<file path="config.mk">
export PLATFORM = sky130hd
export DESIGN_NAME = ordered_list_engine_flat
export DESIGN_NICKNAME = d
export VERILOG_FILES = /design/src/rtl/ole_pkg.sv /design/src/rtl/ole_req_if.sv /design/src/rtl/ole_rsp_if.sv /design/src/rtl/ordered_list_engine.sv /design/src/rtl/ole_datapath.sv /design/src/rtl/ole_controller.sv /design/src/flat_wrapper.sv
export SDC_FILE = /design/constraint.sdc
export NUM_CORES = 1
export LEC_CHECK = 0
export BUFFER_PORTS_ARGS = -buffer_cell sky130_fd_sc_hd__buf_2
export CELL_PAD_IN_SITES_DETAIL_PLACEMENT = 1
export CELL_PAD_IN_SITES_GLOBAL_PLACEMENT = 1
export CORE_AREA = 2 2 261 263
export DETAILED_ROUTE_END_ITERATION = 8
export DIE_AREA = 0 0 263 265
export HOLD_SLACK_MARGIN = 0.03
export PLACE_DENSITY_LB_ADDON = 0.1
export SYNTH_ARGS = -nofsm -noshare
export SYNTH_HDL_FRONTEND = slang
export SYNTH_SLANG_ARGS = --single-unit
</file>
<file path="constraint.sdc">
create_clock -name clock -period 11.2 [get_ports clock]
set_clock_uncertainty 0.15 [all_clocks]
set_input_delay 1.12 -clock clock [delete_from_list [all_inputs] [get_ports clock]]
set_output_delay 1.12 -clock clock [all_outputs]
set_load 0.05 [all_outputs]
</file>
<file path="src/rtl/ole_pkg.sv">
// ----------------------------------------------------------------------------
// ole_pkg
// Shared types and constants of the ordered list engine: command and status
// codes, and the command and status bundles between controller and datapath.
// ----------------------------------------------------------------------------
`default_nettype none

package ole_pkg;

   localparam int DEFAULT_CAPACITY = 16;
   localparam int VALUE_W          = 32;

   typedef enum logic [1:0] {
      CMD_FRONT  = 2'd0,
      CMD_BACK   = 2'd1,
      CMD_REMOVE = 2'd2,
      CMD_DUMP   = 2'd3
   } cmd_type;

   typedef enum logic [1:0] {
      ST_OK        = 2'd0,
      ST_FULL      = 2'd1,
      ST_NOT_FOUND = 2'd2,
      ST_EMPTY     = 2'd3
   } status_type;

   typedef enum logic [2:0] {
      IDX_HOLD,
      IDX_ZERO,
      IDX_COUNT,
      IDX_INC,
      IDX_DEC
   } idx_op_type;

   typedef enum logic [1:0] {
      RD_CUR,
      RD_PREV,
      RD_NEXT
   } rd_sel_type;

   typedef enum logic [1:0] {
      CNT_HOLD,
      CNT_INC,
      CNT_DEC
   } cnt_op_type;

   typedef struct packed {
      logic       load;
      idx_op_type idx_op;
      logic       rd_en;
      rd_sel_type rd_sel;
      logic       wr_en;
      logic       wr_at_count;
      logic       wr_from_mem;
      cnt_op_type cnt_op;
      logic       out_load;
      status_type out_status;
      logic       out_last;
      logic       out_from_mem;
   } ctl_type;

   typedef struct packed {
      logic full;
      logic empty;
      logic idx_zero;
      logic idx_at_end;
      logic idx_tail;
      logic match;
   } sts_type;

endpackage

`default_nettype wire

</file>
<file path="src/rtl/ole_req_if.sv">
// ----------------------------------------------------------------------------
// ole_req_if
// Command channel: valid/ready handshake carrying command and value.
// ----------------------------------------------------------------------------
`default_nettype none

interface ole_req_if;
   logic               valid;
   logic               ready;
   logic        [1:0]  command;
   logic signed [31:0] value;

   modport source (output valid, output command, output value, input ready);
   modport sink   (input valid, input command, input value, output ready);
endinterface

`default_nettype wire

</file>
<file path="src/rtl/ole_rsp_if.sv">
// ----------------------------------------------------------------------------
// ole_rsp_if
// Result channel: valid/ready handshake carrying item value, status, last.
// ----------------------------------------------------------------------------
`default_nettype none

interface ole_rsp_if;
   logic               valid;
   logic               ready;
   logic signed [31:0] item_value;
   logic        [1:0]  status;
   logic               last;

   modport source (output valid, output item_value, output status, output last,
                   input ready);
   modport sink   (input valid, input item_value, input status, input last,
                   output ready);
endinterface

`default_nettype wire

</file>
<file path="src/rtl/ordered_list_engine.sv">
// ----------------------------------------------------------------------------
// ordered_list_engine
// Ordered list of up to CAPACITY signed 32-bit values with front insert,
// back append, remove of the first match and a front-to-back dump.
//
// Usage: one command beat on req_chan (command, value). Every command gives
// one result beat on rsp_chan, except a dump of a non-empty list, which gives
// one beat per entry, front first; last marks the final beat of a command.
// A new command is taken only once the previous one has finished; its final
// result may still sit in the output register at that point.
// Memory: one read port with registered data and one write port, so each moved
// entry takes a read step and then a write step.
// Reset empties the list; entries themselves are not cleared.
// A stalled rsp_chan holds the result register and pauses the sequence at
// its next result; list contents are never lost.
// ----------------------------------------------------------------------------
`default_nettype none

module ordered_list_engine #(
   parameter int CAPACITY = ole_pkg::DEFAULT_CAPACITY
) (
   input  wire         clock,
   input  wire         reset,
   ole_req_if.sink     req_chan,
   ole_rsp_if.source   rsp_chan
);
   import ole_pkg::*;

   ctl_type            ctl;
   sts_type            sts;
   logic signed [31:0] out_value;
   status_type         out_status;
   logic               out_last;

   ole_controller u_ctrl (
      .clock       (clock),
      .reset       (reset),
      .req_valid   (req_chan.valid),
      .req_ready   (req_chan.ready),
      .req_command (req_chan.command),
      .rsp_valid   (rsp_chan.valid),
      .rsp_ready   (rsp_chan.ready),
      .sts         (sts),
      .ctl         (ctl)
   );

   ole_datapath #(
      .CAPACITY (CAPACITY)
   ) u_dp (
      .clock      (clock),
      .reset      (reset),
      .ctl        (ctl),
      .value_i    (req_chan.value),
      .sts        (sts),
      .out_value  (out_value),
      .out_status (out_status),
      .out_last   (out_last)
   );

   assign rsp_chan.item_value = out_value;
   assign rsp_chan.status     = out_status;
   assign rsp_chan.last       = out_last;

endmodule

`default_nettype wire

</file>
<file path="src/rtl/ole_datapath.sv">
// ----------------------------------------------------------------------------
// ole_datapath
// Entry memory, entry count, cursor, operand register and result register.
// ----------------------------------------------------------------------------
`default_nettype none

module ole_datapath #(
   parameter int CAPACITY = ole_pkg::DEFAULT_CAPACITY
) (
   input  wire                  clock,
   input  wire                  reset,
   input  ole_pkg::ctl_type     ctl,
   input  wire signed [31:0]    value_i,
   output ole_pkg::sts_type     sts,
   output logic signed [31:0]   out_value,
   output ole_pkg::status_type  out_status,
   output logic                 out_last
);
   import ole_pkg::*;

   localparam int CW = $clog2(CAPACITY + 1);
   localparam int AW = $clog2(CAPACITY);

   logic [VALUE_W-1:0] mem [CAPACITY];

   logic [CW-1:0]      count_ff, count_in;
   logic [CW-1:0]      idx_ff, idx_in;
   logic [VALUE_W-1:0] operand_ff;
   logic [VALUE_W-1:0] rd_data_ff;
   logic [VALUE_W-1:0] out_value_ff;
   status_type         out_status_ff;
   logic               out_last_ff;

   logic [CW-1:0]      idx_inc;
   logic [CW-1:0]      idx_dec;
   logic [CW:0]        idx_next_wide;
   logic [AW-1:0]      rd_addr;
   logic [CW-1:0]      wr_idx;
   logic [VALUE_W-1:0] wr_data;

   assign idx_inc       = idx_ff + CW'(1);
   assign idx_dec       = idx_ff - CW'(1);
   assign idx_next_wide = {1'b0, idx_ff} + (CW+1)'(1);

   always_comb begin
      case (ctl.rd_sel)
         RD_PREV: rd_addr = idx_dec[AW-1:0];
         RD_NEXT: rd_addr = idx_inc[AW-1:0];
         default: rd_addr = idx_ff[AW-1:0];
      endcase
   end

   assign wr_idx  = ctl.wr_at_count ? count_ff : idx_ff;
   assign wr_data = ctl.wr_from_mem ? rd_data_ff : operand_ff;

   always_comb begin
      case (ctl.idx_op)
         IDX_ZERO:  idx_in = '0;
         IDX_COUNT: idx_in = count_ff;
         IDX_INC:   idx_in = idx_inc;
         IDX_DEC:   idx_in = idx_dec;
         default:   idx_in = idx_ff;
      endcase
   end

   always_comb begin
      case (ctl.cnt_op)
         CNT_INC: count_in = count_ff + CW'(1);
         CNT_DEC: count_in = count_ff - CW'(1);
         default: count_in = count_ff;
      endcase
   end

   always_ff @(posedge clock) begin
      if (reset) begin
         count_ff <= '0;
         idx_ff   <= '0;
      end else begin
         count_ff <= count_in;
         idx_ff   <= idx_in;
      end
   end

   always_ff @(posedge clock) begin
      if (ctl.wr_en) begin
         mem[wr_idx[AW-1:0]] <= wr_data;
      end
      if (ctl.rd_en) begin
         rd_data_ff <= mem[rd_addr];
      end
   end

   always_ff @(posedge clock) begin
      if (ctl.load) begin
         operand_ff <= value_i;
      end
      if (ctl.out_load) begin
         out_value_ff  <= ctl.out_from_mem ? rd_data_ff : '0;
         out_status_ff <= ctl.out_status;
         out_last_ff   <= ctl.out_last;
      end
   end

   assign sts.full       = (count_ff == CW'(CAPACITY));
   assign sts.empty      = (count_ff == '0);
   assign sts.idx_zero   = (idx_ff == '0);
   assign sts.idx_at_end = (idx_next_wide == {1'b0, count_ff});
   assign sts.idx_tail   = (idx_next_wide >= {1'b0, count_ff});
   assign sts.match      = (rd_data_ff == operand_ff);

   assign out_value  = out_value_ff;
   assign out_status = out_status_ff;
   assign out_last   = out_last_ff;

   a_count_bound: assert property (@(posedge clock) disable iff (reset)
      count_ff <= CW'(CAPACITY))
      else $error("entry count above capacity");

   a_write_bound: assert property (@(posedge clock) disable iff (reset)
      ctl.wr_en |-> wr_idx < CW'(CAPACITY))
      else $error("write beyond list storage");

   a_count_step: assert property (@(posedge clock) disable iff (reset)
      !$past(reset) |-> (count_ff == $past(count_ff) ||
                         count_ff == $past(count_ff) + CW'(1) ||
                         count_ff == $past(count_ff) - CW'(1)))
      else $error("entry count moved by more than one");

endmodule

`default_nettype wire

</file>
<file path="src/rtl/ole_controller.sv">
// ----------------------------------------------------------------------------
// ole_controller
// Sequencer for insert, append, remove and dump; owns the result valid flag.
// ----------------------------------------------------------------------------
`default_nettype none

module ole_controller (
   input  wire               clock,
   input  wire               reset,
   input  wire               req_valid,
   output logic              req_ready,
   input  wire  [1:0]        req_command,
   output logic              rsp_valid,
   input  wire               rsp_ready,
   input  ole_pkg::sts_type  sts,
   output ole_pkg::ctl_type  ctl
);
   import ole_pkg::*;

   typedef enum logic [3:0] {
      S_IDLE,
      S_DISPATCH,
      S_F_STEP,
      S_F_WRITE,
      S_R_READ,
      S_R_EVAL,
      S_SHIFT,
      S_S_WRITE,
      S_D_READ,
      S_D_EVAL
   } state_type;

   state_type state_ff, state_in;
   cmd_type   cmd_ff, cmd_in;
   logic      rsp_valid_ff, rsp_valid_in;
   logic      out_free;

   assign out_free = !rsp_valid_ff || rsp_ready;

   always_comb begin
      state_in         = state_ff;
      cmd_in           = cmd_ff;
      ctl.load         = 1'b0;
      ctl.idx_op       = IDX_HOLD;
      ctl.rd_en        = 1'b0;
      ctl.rd_sel       = RD_CUR;
      ctl.wr_en        = 1'b0;
      ctl.wr_at_count  = 1'b0;
      ctl.wr_from_mem  = 1'b0;
      ctl.cnt_op       = CNT_HOLD;
      ctl.out_load     = 1'b0;
      ctl.out_status   = ST_OK;
      ctl.out_last     = 1'b1;
      ctl.out_from_mem = 1'b0;
      case (state_ff)
         S_IDLE: begin
            if (req_valid) begin
               ctl.load   = 1'b1;
               cmd_in     = cmd_type'(req_command);
               ctl.idx_op = (cmd_type'(req_command) == CMD_FRONT) ? IDX_COUNT : IDX_ZERO;
               state_in   = S_DISPATCH;
            end
         end
         S_DISPATCH: begin
            if (out_free) begin
               case (cmd_ff)
                  CMD_FRONT: begin
                     if (sts.full) begin
                        ctl.out_load   = 1'b1;
                        ctl.out_status = ST_FULL;
                        state_in       = S_IDLE;
                     end else begin
                        state_in = S_F_STEP;
                     end
                  end
                  CMD_BACK: begin
                     ctl.out_load = 1'b1;
                     state_in     = S_IDLE;
                     if (sts.full) begin
                        ctl.out_status = ST_FULL;
                     end else begin
                        ctl.wr_en       = 1'b1;
                        ctl.wr_at_count = 1'b1;
                        ctl.cnt_op      = CNT_INC;
                     end
                  end
                  CMD_REMOVE: begin
                     if (sts.empty) begin
                        ctl.out_load   = 1'b1;
                        ctl.out_status = ST_NOT_FOUND;
                        state_in       = S_IDLE;
                     end else begin
                        state_in = S_R_READ;
                     end
                  end
                  default: begin
                     if (sts.empty) begin
                        ctl.out_load   = 1'b1;
                        ctl.out_status = ST_EMPTY;
                        state_in       = S_IDLE;
                     end else begin
                        state_in = S_D_READ;
                     end
                  end
               endcase
            end
         end
         S_F_STEP: begin
            if (sts.idx_zero) begin
               if (out_free) begin
                  ctl.wr_en    = 1'b1;
                  ctl.cnt_op   = CNT_INC;
                  ctl.out_load = 1'b1;
                  state_in     = S_IDLE;
               end
            end else begin
               ctl.rd_en  = 1'b1;
               ctl.rd_sel = RD_PREV;
               state_in   = S_F_WRITE;
            end
         end
         S_F_WRITE: begin
            ctl.wr_en       = 1'b1;
            ctl.wr_from_mem = 1'b1;
            ctl.idx_op      = IDX_DEC;
            state_in        = S_F_STEP;
         end
         S_R_READ: begin
            ctl.rd_en = 1'b1;
            state_in  = S_R_EVAL;
         end
         S_R_EVAL: begin
            if (sts.match) begin
               state_in = S_SHIFT;
            end else if (sts.idx_at_end) begin
               if (out_free) begin
                  ctl.out_load   = 1'b1;
                  ctl.out_status = ST_NOT_FOUND;
                  state_in       = S_IDLE;
               end
            end else begin
               ctl.idx_op = IDX_INC;
               state_in   = S_R_READ;
            end
         end
         S_SHIFT: begin
            if (sts.idx_tail) begin
               if (out_free) begin
                  ctl.cnt_op   = CNT_DEC;
                  ctl.out_load = 1'b1;
                  state_in     = S_IDLE;
               end
            end else begin
               ctl.rd_en  = 1'b1;
               ctl.rd_sel = RD_NEXT;
               state_in   = S_S_WRITE;
            end
         end
         S_S_WRITE: begin
            ctl.wr_en       = 1'b1;
            ctl.wr_from_mem = 1'b1;
            ctl.idx_op      = IDX_INC;
            state_in        = S_SHIFT;
         end
         S_D_READ: begin
            ctl.rd_en = 1'b1;
            state_in  = S_D_EVAL;
         end
         S_D_EVAL: begin
            if (out_free) begin
               ctl.out_load     = 1'b1;
               ctl.out_from_mem = 1'b1;
               ctl.out_last     = sts.idx_at_end;
               if (sts.idx_at_end) begin
                  state_in = S_IDLE;
               end else begin
                  ctl.idx_op = IDX_INC;
                  state_in   = S_D_READ;
               end
            end
         end
         default: begin
            state_in = S_IDLE;
         end
      endcase
   end

   assign rsp_valid_in = ctl.out_load || (rsp_valid_ff && !rsp_ready);

   always_ff @(posedge clock) begin
      if (reset) begin
         state_ff     <= S_IDLE;
         cmd_ff       <= CMD_FRONT;
         rsp_valid_ff <= 1'b0;
      end else begin
         state_ff     <= state_in;
         cmd_ff       <= cmd_in;
         rsp_valid_ff <= rsp_valid_in;
      end
   end

   assign req_ready = (state_ff == S_IDLE);
   assign rsp_valid = rsp_valid_ff;

   a_load_when_free: assert property (@(posedge clock) disable iff (reset)
      ctl.out_load |-> (!rsp_valid_ff || rsp_ready))
      else $error("result register overwritten while occupied");

   a_no_write_idle: assert property (@(posedge clock) disable iff (reset)
      (state_ff == S_IDLE || state_ff == S_D_READ || state_ff == S_D_EVAL)
         |-> !ctl.wr_en && ctl.cnt_op == CNT_HOLD)
      else $error("list modified outside an update sequence");

   a_rsp_hold: assert property (@(posedge clock) disable iff (reset)
      (rsp_valid_ff && !rsp_ready) |=> rsp_valid_ff)
      else $error("result beat dropped while stalled");

endmodule

`default_nettype wire

</file>
<file path="src/flat_wrapper.sv">
// flat-port wrapper written by rule: the top's interface ports become plain ports
module ordered_list_engine_flat import ole_pkg::*;
#(
   parameter int CAPACITY = ole_pkg::DEFAULT_CAPACITY
)
  (clock, reset, req_chan_valid, req_chan_command, req_chan_value, req_chan_ready, rsp_chan_valid, rsp_chan_item_value, rsp_chan_status, rsp_chan_last, rsp_chan_ready);
  ole_req_if req_chan_i ();
  ole_rsp_if rsp_chan_i ();
  input  wire clock;
  input  wire reset;
  input wire logic [$bits(req_chan_i.valid)-1:0] req_chan_valid;
  input wire logic [$bits(req_chan_i.command)-1:0] req_chan_command;
  input wire logic [$bits(req_chan_i.value)-1:0] req_chan_value;
  output wire logic [$bits(req_chan_i.ready)-1:0] req_chan_ready;
  output wire logic [$bits(rsp_chan_i.valid)-1:0] rsp_chan_valid;
  output wire logic [$bits(rsp_chan_i.item_value)-1:0] rsp_chan_item_value;
  output wire logic [$bits(rsp_chan_i.status)-1:0] rsp_chan_status;
  output wire logic [$bits(rsp_chan_i.last)-1:0] rsp_chan_last;
  input wire logic [$bits(rsp_chan_i.ready)-1:0] rsp_chan_ready;
  assign req_chan_i.valid = req_chan_valid;
  assign req_chan_i.command = req_chan_command;
  assign req_chan_i.value = req_chan_value;
  assign req_chan_ready = req_chan_i.ready;
  assign rsp_chan_valid = rsp_chan_i.valid;
  assign rsp_chan_item_value = rsp_chan_i.item_value;
  assign rsp_chan_status = rsp_chan_i.status;
  assign rsp_chan_last = rsp_chan_i.last;
  assign rsp_chan_i.ready = rsp_chan_ready;
  ordered_list_engine #(.CAPACITY(CAPACITY)) u_core (.clock(clock), .reset(reset), .req_chan(req_chan_i), .rsp_chan(rsp_chan_i));
endmodule
</file>
# Word level (Yosys, flattened, before mapping)
# Memories as Yosys holds them, arrays and structs flattened. A register that Yosys moved wholly into a read port is not among the register bits.
# Cells that the tools add are included.
dict set report word_totals {
  wordCells 118
  inputBits 38
  output_inout_bits 37
  ramBits 512
  memories 1
  reg_bits 84
}
dict set report op_classes {
  eq_ne 25
  mux 60
  reduce_logical 17
  addsub 5
  magnitude_cmp 1
}
# memory depth word_bits rd rd_clocked_by_memory_dff write_ports line_no
set mem_list {}
lappend mem_list {u_core.u_dp.mem 16 32 1 1 1 ole_datapath.sv:24} ;# logic [VALUE_W-1:0] mem [CAPACITY];
# cell count
set op_table {}
lappend op_table {{$mux 4} 12}
lappend op_table {{$pmux 4 s10} 1}
lappend op_table {{$mux 3} 12}
lappend op_table {{$eq 32x32->1} 1}
lappend op_table {{$mux 32} 1}
lappend op_table {{$mux 2} 10}
lappend op_table {{$pmux 5 s4} 1}
lappend op_table {{$eq 4x3->1 const B} 4}
lappend op_table {{$pmux 3 s5} 1}
lappend op_table {{$pmux 4 s3} 1}
lappend op_table {{$mux 1} 11}
lappend op_table {{$add 5x1->5 const B} 2}
lappend op_table {{$logic_not 5->1} 2}
lappend op_table {{$pmux 5 s2} 1}
lappend op_table {{$sub 5x1->5 const B} 2}
lappend op_table {{$pmux 3 s3} 1}
lappend op_table {{$eq 4x2->1 const B} 2}
lappend op_table {{$eq 4x4->1 const B} 2}
lappend op_table {{$pmux 2 s2} 2}
lappend op_table {{$pmux 4 s2} 1}
lappend op_table {{$add 5x1->6 const B} 1}
lappend op_table {{$eq 2x1->1 const B} 3}
lappend op_table {{$eq 2x2->1 const B} 3}
lappend op_table {{$eq 3x2->1 const B} 2}
lappend op_table {{21 further kinds} 29}

# Longest topological paths before layout
# Gate-level depths: netlist of run 1.
dict set report logic_depth {
  ltp_word 7
  mapped_depth 20
  ltp_nobuf 18
}

# Hierarchy
# Synthesis of run 1 repeated with hierarchy kept, for this count alone.
dict set report hier_totals {
  cells_unflattened 1279
  area_unflattened_um2 25756.0
}
# mod area_per_inst_um2 seq_area_each_um2 cells_each n_inst
set by_module_without_submodules {}
lappend by_module_without_submodules {ole_datapath 25034.0 18547.8 1181 1}
lappend by_module_without_submodules {ole_controller 721.9 140.1 98 1}

# Least setup slack after synthesis of run 1
# Ideal clock, no wire load.
dict set report synth_timing {
  path_type {register to register}
  start {reg u_core.u_dp.idx_ff[1]}
  end {reg u_core.u_dp.rd_data_ff[10], read port of u_core.u_dp.mem, data pin}
  synth_period_minus_slack_ps 4426
  setup_ps 270
  t_arrival_ps 4006
  path_buffers 4
  path_slack_ps 6774
  path_stages_with_launch 19
  required_time_ps 10780
  cell_sequence {dfxtp_1 ha_1 nand3_1 xnor2_1 inv_1 ha_1 a221oi_2 o21ai_1 or3_1 buf_2 ha_1 buf_2 nor3_2 a21oi_1 buf_6 buf_2 mux4_2 a211oi_1 a21oi_1}
}
dict set report synth_via {
  elab_chain_cells 6
  elab_cells_between_ends 12
  classes_between {add/sub: 3; order compare: 1; eq/ne: 2; mux: 5; reduce/logical: 1}
}
# element line_no
set synth_lines {}
lappend synth_lines {{start, declared} ole_datapath.sv:27} ;# logic [CW-1:0] idx_ff, idx_in;
lappend synth_lines {{start signal, assigned} ole_datapath.sv:80} ;# idx_ff <= idx_in;
lappend synth_lines {{$add 5x1->6} ole_datapath.sv:43} ;# assign idx_next_wide = {1'b0, idx_ff} + (CW+1)'(1);
lappend synth_lines {{$ge 6x5->1} ole_datapath.sv:108} ;# assign sts.idx_tail = (idx_next_wide >= {1'b0, count_ff});
lappend synth_lines {{$mux 3} ole_controller.sv:147} ;# if (sts.idx_tail) begin
lappend synth_lines {{$pmux 2 s2} ole_controller.sv:55} ;# case (state_ff)
lappend synth_lines {{$eq 2x2->1 or $eq 2x1->1 (tied branches)} ole_datapath.sv:46} ;# case (ctl.rd_sel)
lappend synth_lines {{$pmux 4 s2} ole_datapath.sv:46}
lappend synth_lines {{end, declared} ole_datapath.sv:29} ;# logic [VALUE_W-1:0] rd_data_ff;
# Several ways; a longest one is shown, not always the timed one.
# A chain may end at the register's enable or synchronous reset.

# Worst setup path after layout of run 1
dict set report layout_timing {
  start {reg u_core.u_dp.idx_ff[0]}
  end {reg u_core.u_dp.rd_data_ff[30], read port of u_core.u_dp.mem, data pin}
}
# Same word-level chain as after synthesis.

==> results.py, run 1 <==
metrics = {
    "status": {
        "outcome": "completed",
    },
    "global_route": {
        "grt_pass1_vias": 13940,
        "gr-total-overflow": 0,
        "met2_usage": 0.3223,
        "antenna_found_initial": 1,
        "grt_max_degree": 129,
        "grt_pass1_wl_mm": 97.53,
        "top_usage_layer": "met2",
        "grt_util_met1": 0.2716,
        "grt_use_met3": 0.02452,
        "track_usage": 0.1945,
    },
    "timing": {
        "worstMarginPinSlew_ns": 1.050,
        "relSlewSlack": 0.2966,
        "fin_crit_ns": 6.272,
        "setup_violations": 0,
        "fmax_mhz": 159.4,
        "timing.final.crit_share": 0.5600,
        "hold_viol": 0,
        "rsz0062_at_grt": "false",
        "fin_tns_setup_ns": 0,
        "setup_slack_ns": 4.928,
        "maxSlewViolCount": 0,
    },
    "synth": {
        "synth_top_cell_by_area": "edfxtp_1",
        "netlist_area_um2": 25260,
        "avgSynthCellArea_um2": 18.42,
        "yosys.area_share.simple": 0.05567,
        "synth.area.mux_share": 0.1276,
        "ys_types": 58,
        "synth_top_family_by_area": "multiplexers",
        "yosysSeqAreaShare": 0.7398,
        "yosysWarnings": 0,
        "synth.ff_latch_count": 628,
        "yosysTopAreaCellShare": 0.7263,
        "synthTopCellsByArea": "edfxtp_1 (73%), mux4_2 (11%), nand2_1 (1.9%)",
        "synth_edf_count": 611,
        "syn_nets": 1421,
        "synthXorXnorAreaFrac": 0.01422,
        "synth-compound-area-share": 0.03784,
        "async_reset_ff_frac": 0,
        "postSynthCellCount": 1371,
        "yosys_most_used_dff": "edfxtp_1",
        "synthAdderAreaFrac": 0.005944,
    },
    "clock_network": {
        "hold_buffers": 0,
        "h-tree-depth": 3,
        "path_clk_slew_ns": 0.05,
        "ctsLongestPathBuffers": 3,
        "cts_buffers": 71,
        "cts_tree": "done",
        "cts_setup_buffers": 0,
        "cts-root-buf": "clkbuf_16",
        "cts.sinks": 628,
        "clock_latency_ns": 0.61,
        "cts_resized": 0,
    },
    "pwr": {
        "internal_power_mw": 4.150,
        "seq_power_share": 0.505,
        "p_sw_mw": 1.150,
        "powerDensity_nw_per_um2": 182.4,
        "p_sw_frac": 0.2169,
        "p_total_mw": 5.300,
        "peakVddDrop_v": 0.00008690,
        "leakage_nw": 9.544,
        "power.share.combinational": 0.053,
        "clkPwrFrac": 0.442,
    },
    "cells_and_area": {
        "drive_gt1_frac": 0.2351,
        "final_common_cell": "edfxtp_1",
        "design_area_um2": 29060,
        "antenna_cells": 0,
        "fin_util": 0.4351,
        "syn_to_final_growth_pct": 15.05,
        "nets": 1522,
        "layout_common_cells": "edfxtp_1 (611), mux4_2 (128), nand2_1 (126), clkbuf_16 (75), buf_2 (74)",
    },
    "routing": {
        "drt-total-wl_mm": 66.93,
        "final_antenna_net_count": 0,
        "via_count": 12880,
        "routed_via_density": 5.376,
        "drt_pre_antenna_iters": 5,
        "drt_iter0_drc": 1010,
        "drc_errors": 0,
        "drt-wirelength-per-cell_um": 27.94,
    },
    "setup_path": {
        "rr_startpoint": "u_core.u_dp.idx_ff[0]$_SDFFE_PP0P_",
        "crit_arrival_ns": 6.41,
        "cp_slowest_stage_delay_ns": 0.72,
        "cp-startpoint": "u_core.u_dp.idx_ff[0]$_SDFFE_PP0P_",
        "rr_worst_depth": 17,
        "cp.required_ns": 11.34,
        "critPathSlowestCell": "buf_12",
        "crit_path_end_kind": "flip-flop",
        "crit_type": "flip-flop to flip-flop",
        "crit_top_cell": "ha_1",
        "critPathMaxFanout": 96,
        "crit_path_cell_trace": "ha_1, nand3_1, xnor2_1, inv_1, ha_1, a221oi_2, o21ai_1, or3_1, ha_1, nor3_2, a21oi_4, buf_4, buf_12, mux4_2, nor2b_1, a211oi_1, a21oi_1",
        "crit_end": "u_core.u_dp.rd_data_ff[30]$_DFFE_PP_",
        "worst-r2r-setup-slack_ns": 4.93,
        "r2r_end": "u_core.u_dp.rd_data_ff[30]$_DFFE_PP_",
        "start_kind": "flip-flop",
    },
    "run": {
        "cap_violations": 0,
    },
    "floorplan": {
        "fp.dieH_um": 265,
        "die_width_um": 263,
        "num_rows": 95,
        "ios": 75,
        "die_area_um2": 69700,
        "start_util": 0.3781,
        "fp.coreArea_um2": 66800,
    },
    "placement": {
        "place_area_um2": 26730,
        "place.gp.congestion": 0.7568,
        "port_buffers": 74,
        "place_hpwl_mm": 34.27,
        "dp_slack_ns": 4.869,
    },
    "hold_path": {
        "holdCritPathClass": "flip-flop to flip-flop",
    },
}
## final cells by class
class,instances,area [µm²]
clock inverter,39,419.2
multi-input combinational,648,6261
timing repair buffer,103,613.1
tap,873,1092
inverter,20,75.07
fill,6366,37740
sequential,628,18690
clock buffer,85,1914
## metal layers
layer | vias to the layer above | share of wire | routed length [µm]
li1 | 5652 | - | -
met4 | 0 | 0.017 | 1170
met3 | 76 | 0.035 | 2335
met5 | - | 0 | 0
met1 | 6884 | 0.46 | 30780
met2 | 268 | 0.49 | 32640
## worst min path at each step
stage | slack [ns] | start | endpoint | cells past startpoint
after global placement | 0.37 | u_core.u_ctrl.cmd_ff[1]$_SDFFE_PP0P_ | u_core.u_ctrl.cmd_ff[1]$_SDFFE_PP0P_ | 2
final | 0.39 | u_core.u_ctrl.cmd_ff[1]$_SDFFE_PP0P_ | u_core.u_ctrl.cmd_ff[1]$_SDFFE_PP0P_ | 2
after detailed placement | 0.38 | u_core.u_ctrl.cmd_ff[1]$_SDFFE_PP0P_ | u_core.u_ctrl.cmd_ff[1]$_SDFFE_PP0P_ | 2
after floorplan | 0.33 | u_core.u_ctrl.cmd_ff[0]$_SDFFE_PP0P_ | u_core.u_ctrl.cmd_ff[0]$_SDFFE_PP0P_ | 2
after CTS | 0.40 | u_core.u_ctrl.cmd_ff[1]$_SDFFE_PP0P_ | u_core.u_ctrl.cmd_ff[1]$_SDFFE_PP0P_ | 2
after global routing | 0.43 | u_core.u_ctrl.cmd_ff[0]$_SDFFE_PP0P_ | u_core.u_ctrl.cmd_ff[0]$_SDFFE_PP0P_ | 2
## power by group through the flow
stage / clock, mW / sequential (mW) / combinational [mW]
final: 2.34 / 2.68 / 0.279
after global routing: 2.49 / 2.68 / 0.304
after CTS: 2.40 / 2.68 / 0.286
after detailed placement: 0 / 2.73 / 0.286
after global placement: 0 / 2.73 / 0.279
after floorplan: 0 / 2.76 / 0.148
## worst max-delay path, delay by kind of cell, from the launching register on
family | cells | cell delay, ns
buf+inv | 3 | 1.36
fa+ha+maj | 3 | 1.32
simple gates | 4 | 0.82
compound gates | 5 | 0.80
flops | 1 | 0.59
mux | 1 | 0.58
xor+xnor | 1 | 0.22
## cell families after synthesis
family	count (synthesis)
simple gates	291
mux	162
buf+inv	95
fa+ha+maj	12
xor+xnor	41
compound gates	142
flops	628
## Yosys cell counts, types with 2 or more instances
| cell | instances |
|---|---|
| nand2_1 | 126 |
| mux2i_1 | 34 |
| a211oi_1 | 34 |
| a21o_1 | 2 |
| inv_1 | 20 |
| or3_1 | 6 |
| and2_1 | 33 |
| ha_1 | 12 |
| buf_1 | 2 |
| a32oi_1 | 5 |
| o21ai_0 | 12 |
| xnor2_1 | 4 |
| a31oi_1 | 6 |
| mux4_2 | 128 |
| nor4_1 | 11 |
| clkbuf_1 | 35 |
| nor2_1 | 41 |
| xor2_1 | 37 |
| a21oi_1 | 50 |
| a22oi_1 | 4 |
| buf_4 | 2 |
| a221oi_2 | 2 |
| a41oi_1 | 2 |
| nor3_1 | 9 |
| edfxtp_1 | 611 |
| buf_2 | 25 |
| nor2b_1 | 36 |
| a211o_1 | 3 |
| or2_2 | 2 |
| nand2b_1 | 7 |
| dfxtp_1 | 17 |
| o22ai_1 | 4 |
| nand3_1 | 7 |
| and3_1 | 2 |
| nand4_1 | 4 |
| buf_6 | 11 |
| o31a_1 | 2 |
| o221ai_1 | 2 |
| nor4b_1 | 2 |
## per-stage QoR
| step | std cells | hold WS, ns |
|---|---|---|
| after detailed placement | 2272 | 0.3846 |
| final | 2396 | 0.3883 |
| after floorplan | 1371 | 0.3279 |
| after CTS | 2396 | 0.4002 |
| after global routing | 2396 | 0.4328 |
| after global placement | 2272 | 0.3657 |
## registers in the layout, summed over array words and instances, names as in the netlist
signal,flops
u_core.u_dp.out_last,1
u_core.u_dp.rd_data_ff,32
u_core.u_dp.operand_ff,32
u_core.u_dp.idx_ff,5
u_core.u_dp.out_status,2
u_core.u_ctrl.cmd_ff,2
u_core.u_dp.out_value,32
u_core.u_dp.mem,512
u_core.u_ctrl.rsp_valid,1
u_core.u_ctrl.state_ff,4
u_core.u_dp.count_ff,5
No activity file was read; power rests on OpenSTA's default activity.
==> run 2: changes to the inputs <==
==> constraint.sdc (replaced) <==
create_clock -name clock -period 6.5 [get_ports clock]
set_clock_uncertainty 0.15 [all_clocks]
set_input_delay 0.65 -clock clock [delete_from_list [all_inputs] [get_ports clock]]
set_output_delay 0.65 -clock clock [all_outputs]
set_load 0.05 [all_outputs]
==> run 2 against run 1 <==
  * Non-clock buffer count grew 15
  * Clock-buffer cell count grew 12
  * Hold slack lost 0.32 ns
  * Register-to-register slack lost 3.8 ns
  * Critical endpoint is now u_core.u_dp.rd_data_ff[31]$_DFFE_PP_
  * Highest routed layer unchanged
==> results.py, run 2 (synthesized netlist as in run 1, its figures left out) <==
metrics = {
    "setup_path": {
        "crit_top_cell": "ha_1",
        "start_kind": "flip-flop",
        "cp_num_buf_inv": 2,
        "cp_slowest_stage_delay_ns": 0.63,
        "crit_path_cell_trace": "ha_1, nand3_1, xnor2_1, inv_1, ha_1, a221oi_2, o21ai_1, or3_1, ha_1, nor3_2, a21oi_4, buf_12, mux4_2, nor2b_1, a211oi_1, a21oi_1",
        "rr_worst_depth": 16,
        "critPathMaxFanout": 29,
        "crit_arrival_ns": 5.58,
        "crit_type": "flip-flop to flip-flop",
        "cp-startpoint": "u_core.u_dp.idx_ff[0]$_SDFFE_PP0P_",
        "worst-r2r-setup-slack_ns": 1.08,
        "rr_startpoint": "u_core.u_dp.idx_ff[0]$_SDFFE_PP0P_",
        "critPathSlowestCell": "ha_1",
        "crit_path_end_kind": "flip-flop",
        "crit_family": "adder cells",
        "r2r_end": "u_core.u_dp.rd_data_ff[31]$_DFFE_PP_",
        "cp.required_ns": 6.66,
    },
    "global_route": {
        "top_usage_layer": "met2",
        "track_usage": 0.1982,
        "grt_use_met3": 0.03047,
        "antenna_found_initial": 1,
        "grt_pass1_wl_mm": 98.85,
        "gr-total-overflow": 0,
        "grt_pass1_vias": 13900,
        "met2_usage": 0.3292,
        "grt_max_degree": 97,
        "grt_util_met1": 0.2759,
    },
    "routing": {
        "drt_pre_antenna_iters": 5,
        "via_count": 13000,
        "drt-total-wl_mm": 67.95,
        "final_antenna_net_count": 0,
        "drt-wirelength-per-cell_um": 28.09,
        "drt_iter0_drc": 1027,
        "routed_via_density": 5.372,
        "drc_errors": 0,
    },
    "pwr": {
        "peakVddDrop_v": 0.0002076,
        "powerDensity_nw_per_um2": 308.2,
        "p_total_mw": 8.997,
        "leakage_nw": 9.621,
    },
    "clock_network": {
        "cts.sinks": 628,
        "cts-root-buf": "clkbuf_16",
        "clock_latency_ns": 0.61,
        "h-tree-depth": 3,
        "ctsLongestPathBuffers": 3,
        "path_clk_slew_ns": 0.06,
        "cts_tree": "done",
        "cts_buffers": 72,
        "cts_setup_buffers": 0,
    },
    "floorplan": {
        "fp.coreArea_um2": 66800,
        "die_area_um2": 69700,
        "start_util": 0.3781,
        "ios": 75,
        "die_width_um": 263,
        "fp.dieH_um": 265,
        "num_rows": 95,
    },
    "timing": {
        "hold_viol": 0,
        "worstMarginPinSlew_ns": 1.110,
        "maxSlewViolCount": 0,
        "rsz0062_at_grt": "false",
        "relSlewSlack": 0.2566,
        "timing.final.crit_share": 0.8339,
        "fin_tns_setup_ns": 0,
        "fmax_mhz": 184.5,
        "fin_crit_ns": 5.421,
        "setup_violations": 0,
    },
    "hold_path": {
        "hold_path_startpoint": "req_chan_value[3]",
        "min_path_cells": 1,
        "holdCritPathClass": "primary input to flip-flop",
        "hold_end": "u_core.u_dp.operand_ff[3]$_DFFE_PP_",
    },
    "placement": {
        "place_hpwl_mm": 39.01,
        "dp.cells": 2284,
        "port_buffers": 74,
        "place.gp.congestion": 0.7708,
    },
    "cells_and_area": {
        "largest_reg_flops": 512,
        "nets": 1538,
        "final_common_cell": "edfxtp_1",
        "stdcell_count": 2419,
        "layout_common_cells": "edfxtp_1 (611), mux4_2 (128), nand2_1 (126), clkbuf_16 (75), buf_2 (74)",
        "drive_gt1_frac": 0.2416,
        "syn_to_final_growth_pct": 15.55,
    },
    "run": {
        "cap_violations": 0,
    },
    "status": {
        "outcome": "completed",
    },
}
run 2: area by class of cell:
cell class / instances / area (µm²)
Fill cell: 6391 / 37610
Antenna cell: 2 / 5.005
Timing Repair Buffer: 118 / 833.3
Inverter: 20 / 75.07
Sequential cell: 628 / 18690
Clock buffer: 97 / 1959
Multi-Input combinational cell: 648 / 6261
Tap cell: 873 / 1092
Clock inverter: 33 / 275.3
run 2: power by group:
part | total [mW] | switching (mW) | internal [mW] | leakage (nW)
Sequential | 4.61 | 0.0414 | 4.57 | 5.64
Combinational | 0.488 | 0.352 | 0.136 | 2.89
Clock | 3.89 | 1.62 | 2.28 | 1.09
run 2: per-layer routing:
metal	part of all wire	vias up
met2	0.49	283
met5	0	-
met1	0.45	6937
met3	0.043	83
met4	0.018	0
li1	-	5693
run 2: repair_timing:
item | in CTS | in global routing
hold buffers | 3 | 0
hold endpoints to repair | 3 | 0
resized for setup | 0 | 0
run 2: worst max path at each step:
stage,to,slack [ns],cells past startpoint
final,u_core.u_dp.rd_data_ff[31]$_DFFE_PP_,1.08,16
after global routing,u_core.u_dp.rd_data_ff[12]$_DFFE_PP_,0.60,16
after CTS,u_core.u_dp.rd_data_ff[31]$_DFFE_PP_,1.03,16
after detailed placement,u_core.u_dp.rd_data_ff[25]$_DFFE_PP_,1.04,16
after global placement,u_core.u_dp.rd_data_ff[25]$_DFFE_PP_,1.10,16
after floorplan,u_core.u_dp.rd_data_ff[10]$_DFFE_PP_,2.07,18
run 2: worst register-to-register path: cells and delay by family (launching register included):
kind	cells	cell delay, ns
and+or+nand+nor	4	0.84
adders and majority gates	3	1.29
muxes	1	0.54
xor gates and xnor gates	1	0.24
DFF	1	0.59
AOI/OAI and AO/OA	5	1.10
buffers and inverters	2	0.39
run 2: metrics by stage:
stage               hold slack, ns  area [µm²]    util  setup slack [ns]
global placement            0.3582       26920  0.4030             1.102
CTS                        0.03019       29180  0.4369             1.028
finish                     0.06672       29190  0.4370             1.079
detailed placement          0.3716       26920  0.4030             1.041
floorplan                   0.3279       25260       -             2.074
global route               0.03704       29180  0.4369            0.5975
